## src/rtl/core/bmt_pkg.sv

```systemverilog
// ----------------------------------------------------------------------------
// bmt_pkg
// Shared types, constants and datapath op codes for the binomial mod p core.
// ----------------------------------------------------------------------------
package bmt_pkg;

    localparam int TABLE_SIZE_DEF = 4096;
    localparam int TOP_W          = 12;
    localparam int MOD_W          = 31;
    localparam int PROD_W         = 2 * MOD_W;
    localparam int DCNT_W         = $clog2(PROD_W + 1);
    localparam logic [MOD_W-1:0] MODULUS_RESET = 31'd1000000007;

    typedef struct packed {
        logic [TOP_W-1:0] top;
        logic [TOP_W-1:0] pick;
    } query_t;

    typedef struct packed {
        logic [MOD_W-1:0] binomial;
        logic             status;
    } result_t;

    localparam int OP_W = 5;

    localparam logic [OP_W-1:0] OP_NONE   = 5'd0;
    localparam logic [OP_W-1:0] OP_F_INIT = 5'd1;
    localparam logic [OP_W-1:0] OP_F_DIV  = 5'd2;
    localparam logic [OP_W-1:0] OP_F_MUL  = 5'd3;
    localparam logic [OP_W-1:0] OP_MOD    = 5'd4;
    localparam logic [OP_W-1:0] OP_F_ST   = 5'd5;
    localparam logic [OP_W-1:0] OP_CLR_I  = 5'd6;
    localparam logic [OP_W-1:0] OP_V_ONE  = 5'd7;
    localparam logic [OP_W-1:0] OP_V_DIV  = 5'd8;
    localparam logic [OP_W-1:0] OP_V_RD   = 5'd9;
    localparam logic [OP_W-1:0] OP_V_MUL  = 5'd10;
    localparam logic [OP_W-1:0] OP_V_ST   = 5'd11;
    localparam logic [OP_W-1:0] OP_P_INIT = 5'd12;
    localparam logic [OP_W-1:0] OP_P_RD   = 5'd13;
    localparam logic [OP_W-1:0] OP_P_MUL  = 5'd14;
    localparam logic [OP_W-1:0] OP_P_ST   = 5'd15;
    localparam logic [OP_W-1:0] OP_Q_LOAD = 5'd16;
    localparam logic [OP_W-1:0] OP_Q_RD1  = 5'd17;
    localparam logic [OP_W-1:0] OP_Q_MUL1 = 5'd18;
    localparam logic [OP_W-1:0] OP_Q_RD2  = 5'd19;
    localparam logic [OP_W-1:0] OP_Q_MUL2 = 5'd20;
    localparam logic [OP_W-1:0] OP_Q_FIN  = 5'd21;
    localparam logic [OP_W-1:0] OP_EMIT   = 5'd22;

    typedef struct packed {
        logic [OP_W-1:0] op;
    } cmd_t;

    typedef struct packed {
        logic i_end;
        logic i_one;
        logic div_busy;
        logic need_mul;
        logic p_zero;
    } sts_t;

endpackage

```

## src/rtl/core/bmt_ctrl.sv

```systemverilog
// ----------------------------------------------------------------------------
// bmt_ctrl
// Sequencer for table rebuild and queries; owns the handshakes.
// ----------------------------------------------------------------------------
module bmt_ctrl (
    input  logic           clk,
    input  logic           rst_n,
    input  logic           cfg_we,
    input  logic           in_valid,
    output logic           in_stall,
    output logic           out_valid,
    input  logic           out_stall,
    input  bmt_pkg::sts_t  sts,
    output bmt_pkg::cmd_t  cmd
);
    import bmt_pkg::*;

    localparam int SW = 6;

    localparam logic [SW-1:0] S_IDLE   = 6'd0;
    localparam logic [SW-1:0] S_F_INIT = 6'd1;
    localparam logic [SW-1:0] S_F_TOP  = 6'd2;
    localparam logic [SW-1:0] S_F_DW   = 6'd3;
    localparam logic [SW-1:0] S_F_MUL  = 6'd4;
    localparam logic [SW-1:0] S_F_MOD  = 6'd5;
    localparam logic [SW-1:0] S_F_MW   = 6'd6;
    localparam logic [SW-1:0] S_F_ST   = 6'd7;
    localparam logic [SW-1:0] S_V_CLR  = 6'd8;
    localparam logic [SW-1:0] S_V_ONE  = 6'd9;
    localparam logic [SW-1:0] S_V_TOP  = 6'd10;
    localparam logic [SW-1:0] S_V_DW   = 6'd11;
    localparam logic [SW-1:0] S_V_RD   = 6'd12;
    localparam logic [SW-1:0] S_V_MUL  = 6'd13;
    localparam logic [SW-1:0] S_V_MOD  = 6'd14;
    localparam logic [SW-1:0] S_V_MW   = 6'd15;
    localparam logic [SW-1:0] S_V_ST   = 6'd16;
    localparam logic [SW-1:0] S_P_INIT = 6'd17;
    localparam logic [SW-1:0] S_P_TOP  = 6'd18;
    localparam logic [SW-1:0] S_P_MUL  = 6'd19;
    localparam logic [SW-1:0] S_P_MOD  = 6'd20;
    localparam logic [SW-1:0] S_P_MW   = 6'd21;
    localparam logic [SW-1:0] S_P_ST   = 6'd22;
    localparam logic [SW-1:0] S_Q_DEC  = 6'd23;
    localparam logic [SW-1:0] S_Q_MUL1 = 6'd24;
    localparam logic [SW-1:0] S_Q_MOD1 = 6'd25;
    localparam logic [SW-1:0] S_Q_MW1  = 6'd26;
    localparam logic [SW-1:0] S_Q_MUL2 = 6'd27;
    localparam logic [SW-1:0] S_Q_MOD2 = 6'd28;
    localparam logic [SW-1:0] S_Q_MW2  = 6'd29;
    localparam logic [SW-1:0] S_Q_FIN  = 6'd30;
    localparam logic [SW-1:0] S_EMIT   = 6'd31;

    logic [SW-1:0] state_reg;
    logic [SW-1:0] state_next;
    logic          ready_reg;
    logic          ready_next;
    logic          out_valid_reg;
    logic          out_valid_next;
    logic          take;

    assign take = (state_reg == S_IDLE) && ready_reg && in_valid;

    always_comb
    begin
        state_next     = state_reg;
        ready_next     = ready_reg;
        out_valid_next = out_valid_reg && out_stall;
        cmd.op         = OP_NONE;
        case (state_reg)
            S_IDLE:
            begin
                if (!ready_reg)
                begin
                    if (sts.p_zero)
                    begin
                        ready_next = 1'b1;
                    end
                    else
                    begin
                        state_next = S_F_INIT;
                    end
                end
                else if (in_valid)
                begin
                    cmd.op     = OP_Q_LOAD;
                    state_next = S_Q_DEC;
                end
            end
            S_F_INIT:
            begin
                cmd.op     = OP_F_INIT;
                state_next = S_F_TOP;
            end
            S_F_TOP:
            begin
                if (sts.i_end)
                begin
                    state_next = S_V_CLR;
                end
                else
                begin
                    cmd.op     = OP_F_DIV;
                    state_next = S_F_DW;
                end
            end
            S_F_DW:
            begin
                if (!sts.div_busy)
                begin
                    state_next = S_F_MUL;
                end
            end
            S_F_MUL:
            begin
                cmd.op     = OP_F_MUL;
                state_next = S_F_MOD;
            end
            S_F_MOD:
            begin
                cmd.op     = OP_MOD;
                state_next = S_F_MW;
            end
            S_F_MW:
            begin
                if (!sts.div_busy)
                begin
                    state_next = S_F_ST;
                end
            end
            S_F_ST:
            begin
                cmd.op     = OP_F_ST;
                state_next = S_F_TOP;
            end
            S_V_CLR:
            begin
                cmd.op     = OP_CLR_I;
                state_next = S_V_ONE;
            end
            S_V_ONE:
            begin
                cmd.op = OP_V_ONE;
                if (sts.i_one)
                begin
                    state_next = S_V_TOP;
                end
            end
            S_V_TOP:
            begin
                if (sts.i_end)
                begin
                    state_next = S_P_INIT;
                end
                else
                begin
                    cmd.op     = OP_V_DIV;
                    state_next = S_V_DW;
                end
            end
            S_V_DW:
            begin
                if (!sts.div_busy)
                begin
                    state_next = S_V_RD;
                end
            end
            S_V_RD:
            begin
                cmd.op     = OP_V_RD;
                state_next = S_V_MUL;
            end
            S_V_MUL:
            begin
                cmd.op     = OP_V_MUL;
                state_next = S_V_MOD;
            end
            S_V_MOD:
            begin
                cmd.op     = OP_MOD;
                state_next = S_V_MW;
            end
            S_V_MW:
            begin
                if (!sts.div_busy)
                begin
                    state_next = S_V_ST;
                end
            end
            S_V_ST:
            begin
                cmd.op     = OP_V_ST;
                state_next = S_V_TOP;
            end
            S_P_INIT:
            begin
                cmd.op     = OP_P_INIT;
                state_next = S_P_TOP;
            end
            S_P_TOP:
            begin
                if (sts.i_end)
                begin
                    ready_next = 1'b1;
                    state_next = S_IDLE;
                end
                else
                begin
                    cmd.op     = OP_P_RD;
                    state_next = S_P_MUL;
                end
            end
            S_P_MUL:
            begin
                cmd.op     = OP_P_MUL;
                state_next = S_P_MOD;
            end
            S_P_MOD:
            begin
                cmd.op     = OP_MOD;
                state_next = S_P_MW;
            end
            S_P_MW:
            begin
                if (!sts.div_busy)
                begin
                    state_next = S_P_ST;
                end
            end
            S_P_ST:
            begin
                cmd.op     = OP_P_ST;
                state_next = S_P_TOP;
            end
            S_Q_DEC:
            begin
                if (sts.need_mul)
                begin
                    cmd.op     = OP_Q_RD1;
                    state_next = S_Q_MUL1;
                end
                else
                begin
                    state_next = S_EMIT;
                end
            end
            S_Q_MUL1:
            begin
                cmd.op     = OP_Q_MUL1;
                state_next = S_Q_MOD1;
            end
            S_Q_MOD1:
            begin
                cmd.op     = OP_MOD;
                state_next = S_Q_MW1;
            end
            S_Q_MW1:
            begin
                if (!sts.div_busy)
                begin
                    cmd.op     = OP_Q_RD2;
                    state_next = S_Q_MUL2;
                end
            end
            S_Q_MUL2:
            begin
                cmd.op     = OP_Q_MUL2;
                state_next = S_Q_MOD2;
            end
            S_Q_MOD2:
            begin
                cmd.op     = OP_MOD;
                state_next = S_Q_MW2;
            end
            S_Q_MW2:
            begin
                if (!sts.div_busy)
                begin
                    state_next = S_Q_FIN;
                end
            end
            S_Q_FIN:
            begin
                cmd.op     = OP_Q_FIN;
                state_next = S_EMIT;
            end
            S_EMIT:
            begin
                if (!out_valid_reg || !out_stall)
                begin
                    cmd.op         = OP_EMIT;
                    out_valid_next = 1'b1;
                    state_next     = S_IDLE;
                end
            end
            default:
            begin
                state_next = S_IDLE;
            end
        endcase
        // modulus change restarts the rebuild
        if (cfg_we)
        begin
            ready_next = 1'b0;
            state_next = S_IDLE;
        end
    end

    always_ff @(posedge clk or negedge rst_n)
    begin
        if (!rst_n)
        begin
            state_reg     <= S_IDLE;
            ready_reg     <= 1'b0;
            out_valid_reg <= 1'b0;
        end
        else
        begin
            state_reg     <= state_next;
            ready_reg     <= ready_next;
            out_valid_reg <= out_valid_next;
        end
    end

    assign in_stall  = !take;
    assign out_valid = out_valid_reg;

endmodule

```

## config.mk

```make
export PLATFORM = sky130hd
export DESIGN_NAME = bmt_ctrl
export DESIGN_NICKNAME = d
export VERILOG_FILES = /design/src/rtl/core/bmt_pkg.sv /design/src/rtl/core/bmt_ctrl.sv
export SDC_FILE = /design/constraint.sdc
export NUM_CORES = 1
export LEC_CHECK = 0
export ABC_AREA = 1
export BUFFER_PORTS_ARGS = -buffer_cell sky130_fd_sc_hd__buf_2
export CAP_MARGIN = 30
export CORE_MARGIN = 3
export CORE_UTILIZATION = 52
export CTS_CLUSTER_SIZE = 12
export DETAILED_ROUTE_END_ITERATION = 7
export PLACE_DENSITY_LB_ADDON = 0.1
export SKIP_CTS_REPAIR_TIMING = 1
export SLEW_MARGIN = 5
export SYNTH_ARGS = -nofsm -noshare
export SYNTH_HDL_FRONTEND = slang
export SYNTH_SLANG_ARGS = --single-unit
export TNS_END_PERCENT = 50
```

## constraint.sdc

```tcl
create_clock -name clk -period 1.26 [get_ports clk]
set_input_delay 0.189 -clock clk [delete_from_list [all_inputs] [get_ports clk]]
set_output_delay 0.189 -clock clk [all_outputs]
set_load 0.005 [all_outputs]
```

## Word-level counts from Yosys, hierarchy flattened

Index checks and enable logic that the tools add are counted.

- Flip-flop bits (word level): 8
- Input port bits: 10
- Output and inout bits: 7
- Word-level logic and storage cells: 94

- Equal/unequal tests: 43
- Multiplexer cells: 34
- Reduce and logical (&&, ||, !) cells: 14

Operators by type and width:

| cell | count |
|---|---|
| $pmux 6 s30 | 1 |
| $pmux 5 s22 | 1 |
| $eq 6x5->1 const B | 16 |
| $mux 6 | 13 |
| $eq 6x4->1 const B | 8 |
| $mux 5 | 7 |
| $ne 3x3->1 const B | 10 |
| $eq 6x3->1 const B | 4 |
| $eq 6x2->1 const B | 2 |
| $mux 4 | 3 |
| $reduce_and 11->1 | 1 |
| $ne 4x4->1 const B | 2 |
| $eq 6x1->1 const B | 1 |
| $logic_not 6->1 | 1 |
| $mux 1 | 6 |
| $reduce_or 5->1 | 1 |
| $reduce_or 2->1 | 2 |
| $logic_and 1x1->1 | 3 |
| $logic_not 1->1 | 3 |
| $mux 3 | 1 |
| $reduce_bool 3->1 | 1 |
| $mux 2 | 1 |
| $pmux 1 s2 | 1 |
| $reduce_and 2->1 | 1 |
| $logic_or 1x1->1 | 1 |

## Depth between registers and ports, before layout

Gate-level depths: netlist of run 1.

- Depth after elaboration: 5
- Depth in mapped cells: 12
- Mapped depth without buffers: 11

## Worst setup path after synthesis of run 1

OpenSTA, ideal clock, no wires.

- Path kind: reg-to-output
- From: register state_reg[3]
- To: output port cmd[0] (netlist name)
- Data arrival time: 1.198 ns
- Required time: 1.071 ns
- Setup slack: -0.127 ns
- Stages on the path, launching flop included: 9
- Path buffers: 1
- Cells stage by stage: dfrtp_1 > buf_6 > inv_1 > nor2_2 > nand3_1 > nand2_1 > nor2_1 > nand4_1 > nand3b_1

RTL lines:

| item | RTL line | text |
|---|---|---|
| start: declaration | bmt_ctrl.sv:53 | `logic [SW-1:0] state_reg;` |
| start signal: assignment | bmt_ctrl.sv:318 | `state_reg <= state_next;` |
| end: declaration | bmt_ctrl.sv:14 | `output bmt_pkg::cmd_t cmd` |

==> reports/results.txt, run 1 <==
Setup ws final: -0.5929 ns
Area contributors post-synth: nand2_1 19%, nand3_1 16%, dfrtp_1 15%
Share of cells above drive strength 1: 0.3923
I/O Buffers: 16
Met2 routed WL: 2087 µm
Maximum buffer depth of the clock tree: 2
Worst slew margin: 0.8093
Slew @ Worst Pin: 0.2853 ns
Yosys warnings: 0
Largest family of logic cells by synthesized area: simple AND/OR/NAND/NOR gates
Max Slew Vio Count: 0
Routed via count: 1,710
Sequential-to-total area share from yosys stat: 0.1477
Commonest cells post-synth: 60 x nand2_1, 37 x nand3_1, 31 x nor2_1
N_diodes: 0
Clk pwr share: 0.075
Total CTS buffers: 3
Synth-to-Final Area Change: 40.30%
Fin. Hold Viols: 0
Fmax achieved: 539.7 MHz
Worst hold slack: 0.1997 ns
Sw Share: 0.5197
Net switching power: 1360 µW
Routed met1 length: 1734 µm
Mapped Area: 0.001186 mm²
Vias per inst: 5.958
Asr flop ratio synth: 1.000
Worst-skew pair later-pin latency: 0.25 ns
Core Area: 0.002062 mm²
Synth top area share: 0.1899
Top Family by Delay on Critical Path: simple AND/OR/NAND/NOR gates
P per Cell Area: 1573 mW/mm²
Final setup viols: 12
Post-Route WL: 4327 µm
Post-route clock skew: 0.004914 ns
Multiplexer share of the synthesized area: 0
Startpoint Class: flop
Worst Path Buf+Inv: 2
Gr usage total: 0.3255
Lkg Pwr: 0.0009779 µW
Area share of fa/ha/maj cells after synthesis: 0
Peak supply drop: 1.730 mV
Grt ovf: 0
Nets@finish: 271
Non-filler instance count after layout: 287
Critical Path End Type: output port
Die width: 53.76 µm
Num rows: 16
Post-DP HPWL: 3202 µm
Initial core utilization: 0.5752
Avg Cell Area, Syn: 5.648 µm²
Met3 routed WL: 427 µm
Die area: 0.002890 mm²
Antenna violation net count after detailed routing: 0
Clock sink count: 7
Tmin final: 1.853 ns
Cells after DPL: 277
Vias in the first global route: 1,557
CTS tree: yes
Setup CP Type: reg -> out
RSZ-0062 raised after global routing: true
Worst path max stage delay: 0.45 ns
Depth of the CTS H-tree: 1
DRT Pass-1 Iters: 5
Flip-flop and latch area: 180.2 µm²
Worst path cell trace: buf_4 > nor2_4 > nand3_1 > nand3_1 > nor3b_1 > o2111ai_1 > buf_2
CTS clk-pin slew, worst paths: 0.05 ns
Worst path arrival time: 1.66 ns
Sequential power share: 0.162
Multi-input logic area: 947.2 µm²
Failing checks: setup timing
Top sig layer: met4
Iter 0 DRT Violations: 137
Worst Path Max Fanout: 8
Simple-Gate Fraction of Synth Area: 0.6973
Distinct cell type count after synthesis: 23
Req. time, crit path: 1.07 ns
Count leader, synth: nand2_1
Power Internal: 1257 µW
Synth Flop Type: dfrtp_1
Largest net degree at the start of global routing: 21
Logic pwr share: 0.762
Root Driver: clkbuf_4
DR DRC count: 0
Syn Inst Count: 210
Fin crit share: 1.471
Crit path max-delay cell type: dfrtp_2
Routed WL per cell: 15.08 µm
Fillers: 158
Die span in y: 53.76 µm
Max reg flops: 5
Initial antenna violation count: 0
Xor/xnor share of the synthesized area: 0
Post-Syn Nets: 220
Status: finished, violations left
Leading area contributor after synthesis: nand2_1
Synth Register Bits: 7
I/O pins: 17
Post-synth EDFFs: 0
Worst path most repeated cell: nand3_1
Routability cong.: 0.9718
Hold crit path type: in -> reg
Max Cap Violations: 0
Compound-Gate Fraction of Synth Area: 0.04641
First-pass GRT wire length: 7003 µm
==> layout by cell type (no fill, tap or decap), drive strengths merged <==
cell / Yosys / final
o211ai: 1 / 1
nand3b: 1 / 1
nand2: 64 / 64
dlygate4sd3: 0 / 1
nor3: 3 / 3
nor3b: 2 / 2
nand4: 12 / 12
o21ai: 4 / 4
inv: 17 / 17
o2111ai: 2 / 2
a21oi: 2 / 2
buf: 9 / 54
clkbuf: 0 / 4
nand3: 42 / 42
nor2: 44 / 44
dfrtp: 7 / 7
==> power groups by stage <==
stage               clock, µW  sequential (µW)  combinational (µW)
detailed placement          0              417                1780
finish                    197              425                2000
CTS                       206              413                1780
global route              220              433                2170
global placement            0              411                1750
floorplan                   0              348                1240
==> worst reg2reg max path, stage by stage (launching register included) <==
cell and delay [ns]:
dfrtp_2 0.45, buf_4 0.17, nor2_4 0.22, buf_4 0.17, nand3_1 0.11, nand2_2 0.12
inv_1 0.04, nand2_1 0.05, nor2_1 0.04, nand2_1 0.09, nand3_1 0.08, nand2_1 0.08
==> logic make-up after synthesis <==
| kind of cell | count (synthesis) |
|---|---|
| flip-flops | 7 |
| buffers and inverters | 26 |
| AO/OA/AOI/OAI | 9 |
| AND/OR/NAND/NOR | 168 |
==> routing by layer <==
metal	vias to the layer above	global-route usage
li1	801	-
met5	-	0
met1	757	0.4094
met3	11	0.03601
met4	0	0.1362
met2	141	0.5565
==> through the flow <==
step	worst slack (ns)	utilization	power, µW	setup TNS (ns)	area (µm²)
after floorplan	-0.08049	-	1589	-0.6004	1225
after global placement	-0.3677	0.7433	2159	-3.617	1533
after detailed placement	-0.4050	0.7433	2192	-4.039	1533
after CTS	-0.6624	0.7561	2401	-5.782	1559
after global routing	-0.6799	0.8070	2824	-6.722	1664
final	-0.5929	0.8070	2618	-5.456	1664
==> final cells by class <==
class                      count  share of cell area
inverter                      17             0.04135
tap                           27             0.02030
multi-input combinational    177              0.5692
sequential                     7              0.1083
timing repair buffer          55              0.2451
clock buffer                   4             0.01579
==> path summary, 6_finish.rpt <==
path                                    from            to  slack [ns]  depth (start not counted)
worst max-delay path            state_reg[3]        cmd[1]       -0.59                          7
worst min-delay path               out_stall     out_valid        0.20                          3
worst max register to register  state_reg[3]  state_reg[2]       -0.43                         11
worst min register to register     out_valid     out_valid        0.54                          2
max in group asynchronous              rst_n  state_reg[0]        0.75                          2
min in group asynchronous              rst_n     ready_reg        0.33                          2
Note: power is estimated with default switching activity, not from simulation.
==> run 2, diff against run 1 <==
--- a/config.mk
+++ b/config.mk
@@ -10,9 +10,10 @@
 export CAP_MARGIN = 30
 export CORE_MARGIN = 3
 export CORE_UTILIZATION = 52
+export CTS_CLUSTER_DIAMETER = 100
 export CTS_CLUSTER_SIZE = 12
 export DETAILED_ROUTE_END_ITERATION = 7
-export PLACE_DENSITY_LB_ADDON = 0.1
+export PLACE_DENSITY_LB_ADDON = 0.12
 export SKIP_CTS_REPAIR_TIMING = 1
 export SLEW_MARGIN = 5
 export SYNTH_ARGS = -nofsm -noshare
==> run 2 against run 1 <==
Compared with the run above: the flow still finishes with violations (setup timing); non-clock buffer count grew 1; critical path depth shrank 1; power grew 5.0%; sequential cell count is the same; fmax shrank 2.1%; design area grew 5.3%; clock skew grew 0.0022 ns; sequential power grew 3%; global-route usage shrank 0.96 points; sequential share of layout area shrank 0.54 points; setup slack lost 0.039 ns; critical path type unchanged; critical endpoint is now cmd[4]; largest cell class unchanged; largest power group unchanged; highest routed layer unchanged.
==> reports/results.txt, run 2 (same netlist as run 1, synthesis figures left out) <==
Status: finished, violations left
Failing checks: setup timing
Max Slew Vio Count: 0
Fillers: 122
Total CTS buffers: 3
Worst-skew pair later-pin latency: 0.25 ns
Initial antenna violation count: 0
Max reg flops: 5
CTS tree: yes
Crit path max-delay cell type: dfrtp_2
P per Cell Area: 1568 mW/mm²
Worst hold slack: 0.2794 ns
Post-Route WL: 4691 µm
Core Area: 0.002062 mm²
Synth-to-Final Area Change: 47.68%
Die area: 0.002890 mm²
Worst path cell trace: buf_4 > nor2_4 > nand3_1 > nor3b_2 > o2111ai_1 > buf_2
Vias per inst: 6.003
Depth of the CTS H-tree: 1
DRT Pass-1 Iters: 6
Clock sink count: 7
Req. time, crit path: 1.07 ns
N_diodes: 0
Grt ovf: 0
Hold Path Cell Cnt: 3
Worst Path Max Fanout: 7
Nets@finish: 272
Share of cells above drive strength 1: 0.4368
Worst slew margin: 0.7115
Maximum buffer depth of the clock tree: 2
Final core occ: 0.8495
Hold Crit Start: cfg_we
RSZ-0062 raised after global routing: true
Setup ws final: -0.6317 ns
Setup CP Type: reg -> out
R2R Path Start: state_reg[2]
Die span in y: 53.76 µm
Root Driver: clkbuf_4
Final setup viols: 12
Num rows: 16
Antenna violation net count after detailed routing: 0
R2R setup slack: -0.42 ns
Top Family by Delay on Critical Path: simple AND/OR/NAND/NOR gates
Worst path arrival time: 1.70 ns
Startpoint Class: flop
I/O Buffers: 16
Max Cap Violations: 0
Lkg Pwr: 0.001005 µW
Initial core utilization: 0.5752
Die width: 53.76 µm
Worst reg-to-reg path cell count: 12
Worst Path Buf+Inv: 2
Post-DP HPWL: 3234 µm
Routed via count: 1,729
CTS clk-pin slew, worst paths: 0.06 ns
Post-route clock skew: 0.007157 ns
Commonest non-fill, non-tap cells in the layout: 55 x nand2_1, 33 x buf_4, 30 x nand3_1
Tmin final: 1.892 ns
Non-filler instance count after layout: 288
Slew @ Worst Pin: 0.4311 ns
Commonest non-fill, non-tap cell in the layout: nand2_1
Cells after DPL: 276
Routed WL per cell: 16.29 µm
First-pass GRT wire length: 6679 µm
Iter 0 DRT Violations: 106
Peak supply drop: 1.608 mV
Vias in the first global route: 1,536
Fin crit share: 1.501
I/O pins: 17
Largest net degree at the start of global routing: 24
Gr usage total: 0.3159
Critical R2R Capture: state_reg[2]
Worst path max stage delay: 0.48 ns
Pre-CTS setup slack: -0.4754 ns
Critical Path End Type: output port
Fin. Hold Viols: 0
Worst hold path endpoint: ready_reg
Fmax achieved: 528.6 MHz
Hold crit path type: in -> reg
Routability cong.: 0.9589
DR DRC count: 0
-- run 2: cell types whose count changed in the layout (fill, tap and decap cells not counted), moves of 2 or more --
cell	change
nand2_1	-3
nor2_4	+3
buf_6	+2
nand2_2	+2
nand3_1	-2
nor2_1	-2
nor3b_1	-2
nor3b_2	+2
-- run 2: area by class of cell --
| class | instances | area [µm²] | share of cell area |
|---|---|---|---|
| repair buffers | 56 | 422.9 | 0.2414 |
| well taps | 27 | 33.78 | 0.01929 |
| inverters | 17 | 68.82 | 0.03929 |
| clock buffers | 4 | 26.28 | 0.01500 |
| multi-input cells | 177 | 1020 | 0.5821 |
| flip-flops and latches | 7 | 180.2 | 0.1029 |
-- run 2: metrics by stage --
stage / instance area (µm²) / setup TNS [ns] / total power (µW)
2_1_floorplan: 1225 / -0.6004 / 1589
3_3_place_gp: 1513 / -3.936 / 2091
3_5_place_dp: 1513 / -4.535 / 2123
4_1_cts: 1539 / -6.371 / 2338
5_1_grt: 1752 / -6.552 / 2930
6_report: 1752 / -5.677 / 2747
-- run 2: metal layers --
| layer | share of wire | up-vias | GRT usage |
|---|---|---|---|
| li1 | - | 801 | - |
| met2 | 0.47 | 138 | 0.5262 |
| met5 | 0 | - | 0 |
| met3 | 0.096 | 32 | 0.03047 |
| met4 | 0.060 | 0 | 0.1872 |
| met1 | 0.38 | 758 | 0.3899 |
-- run 2: how the worst max path moves through the flow --
stage,startpoint,end,slack [ns],cells after the start
6_report,state_reg[2],cmd[4],-0.63,6
3_5_place_dp,state_reg[3],cmd[2],-0.48,8
5_1_grt,state_reg[2],cmd[0],-0.69,7
3_3_place_gp,state_reg[0],state_reg[2],-0.41,11
2_1_floorplan,state_reg[3],cmd[0],-0.08,8
4_1_cts,state_reg[3],cmd[2],-0.76,8
-- run 2: worst register-to-register path, cell delays in order (launching register included) --
cell and delay (ns):
dfrtp_2 0.48, inv_2 0.12, nor2_4 0.07, buf_6 0.14, buf_6 0.11, nand4_1 0.06
nand2_1 0.07, nor2_2 0.10, nand2_2 0.07, nor2_4 0.15, inv_2 0.08, nand2_1 0.06
nand2_1 0.06
-- run 2: power by group --
| part | switching [µW] | internal, µW | total (µW) |
|---|---|---|---|
| Clock | 84.4 | 121 | 205 |
| Sequential | 142 | 294 | 436 |
| Combinational | 1230 | 874 | 2110 |
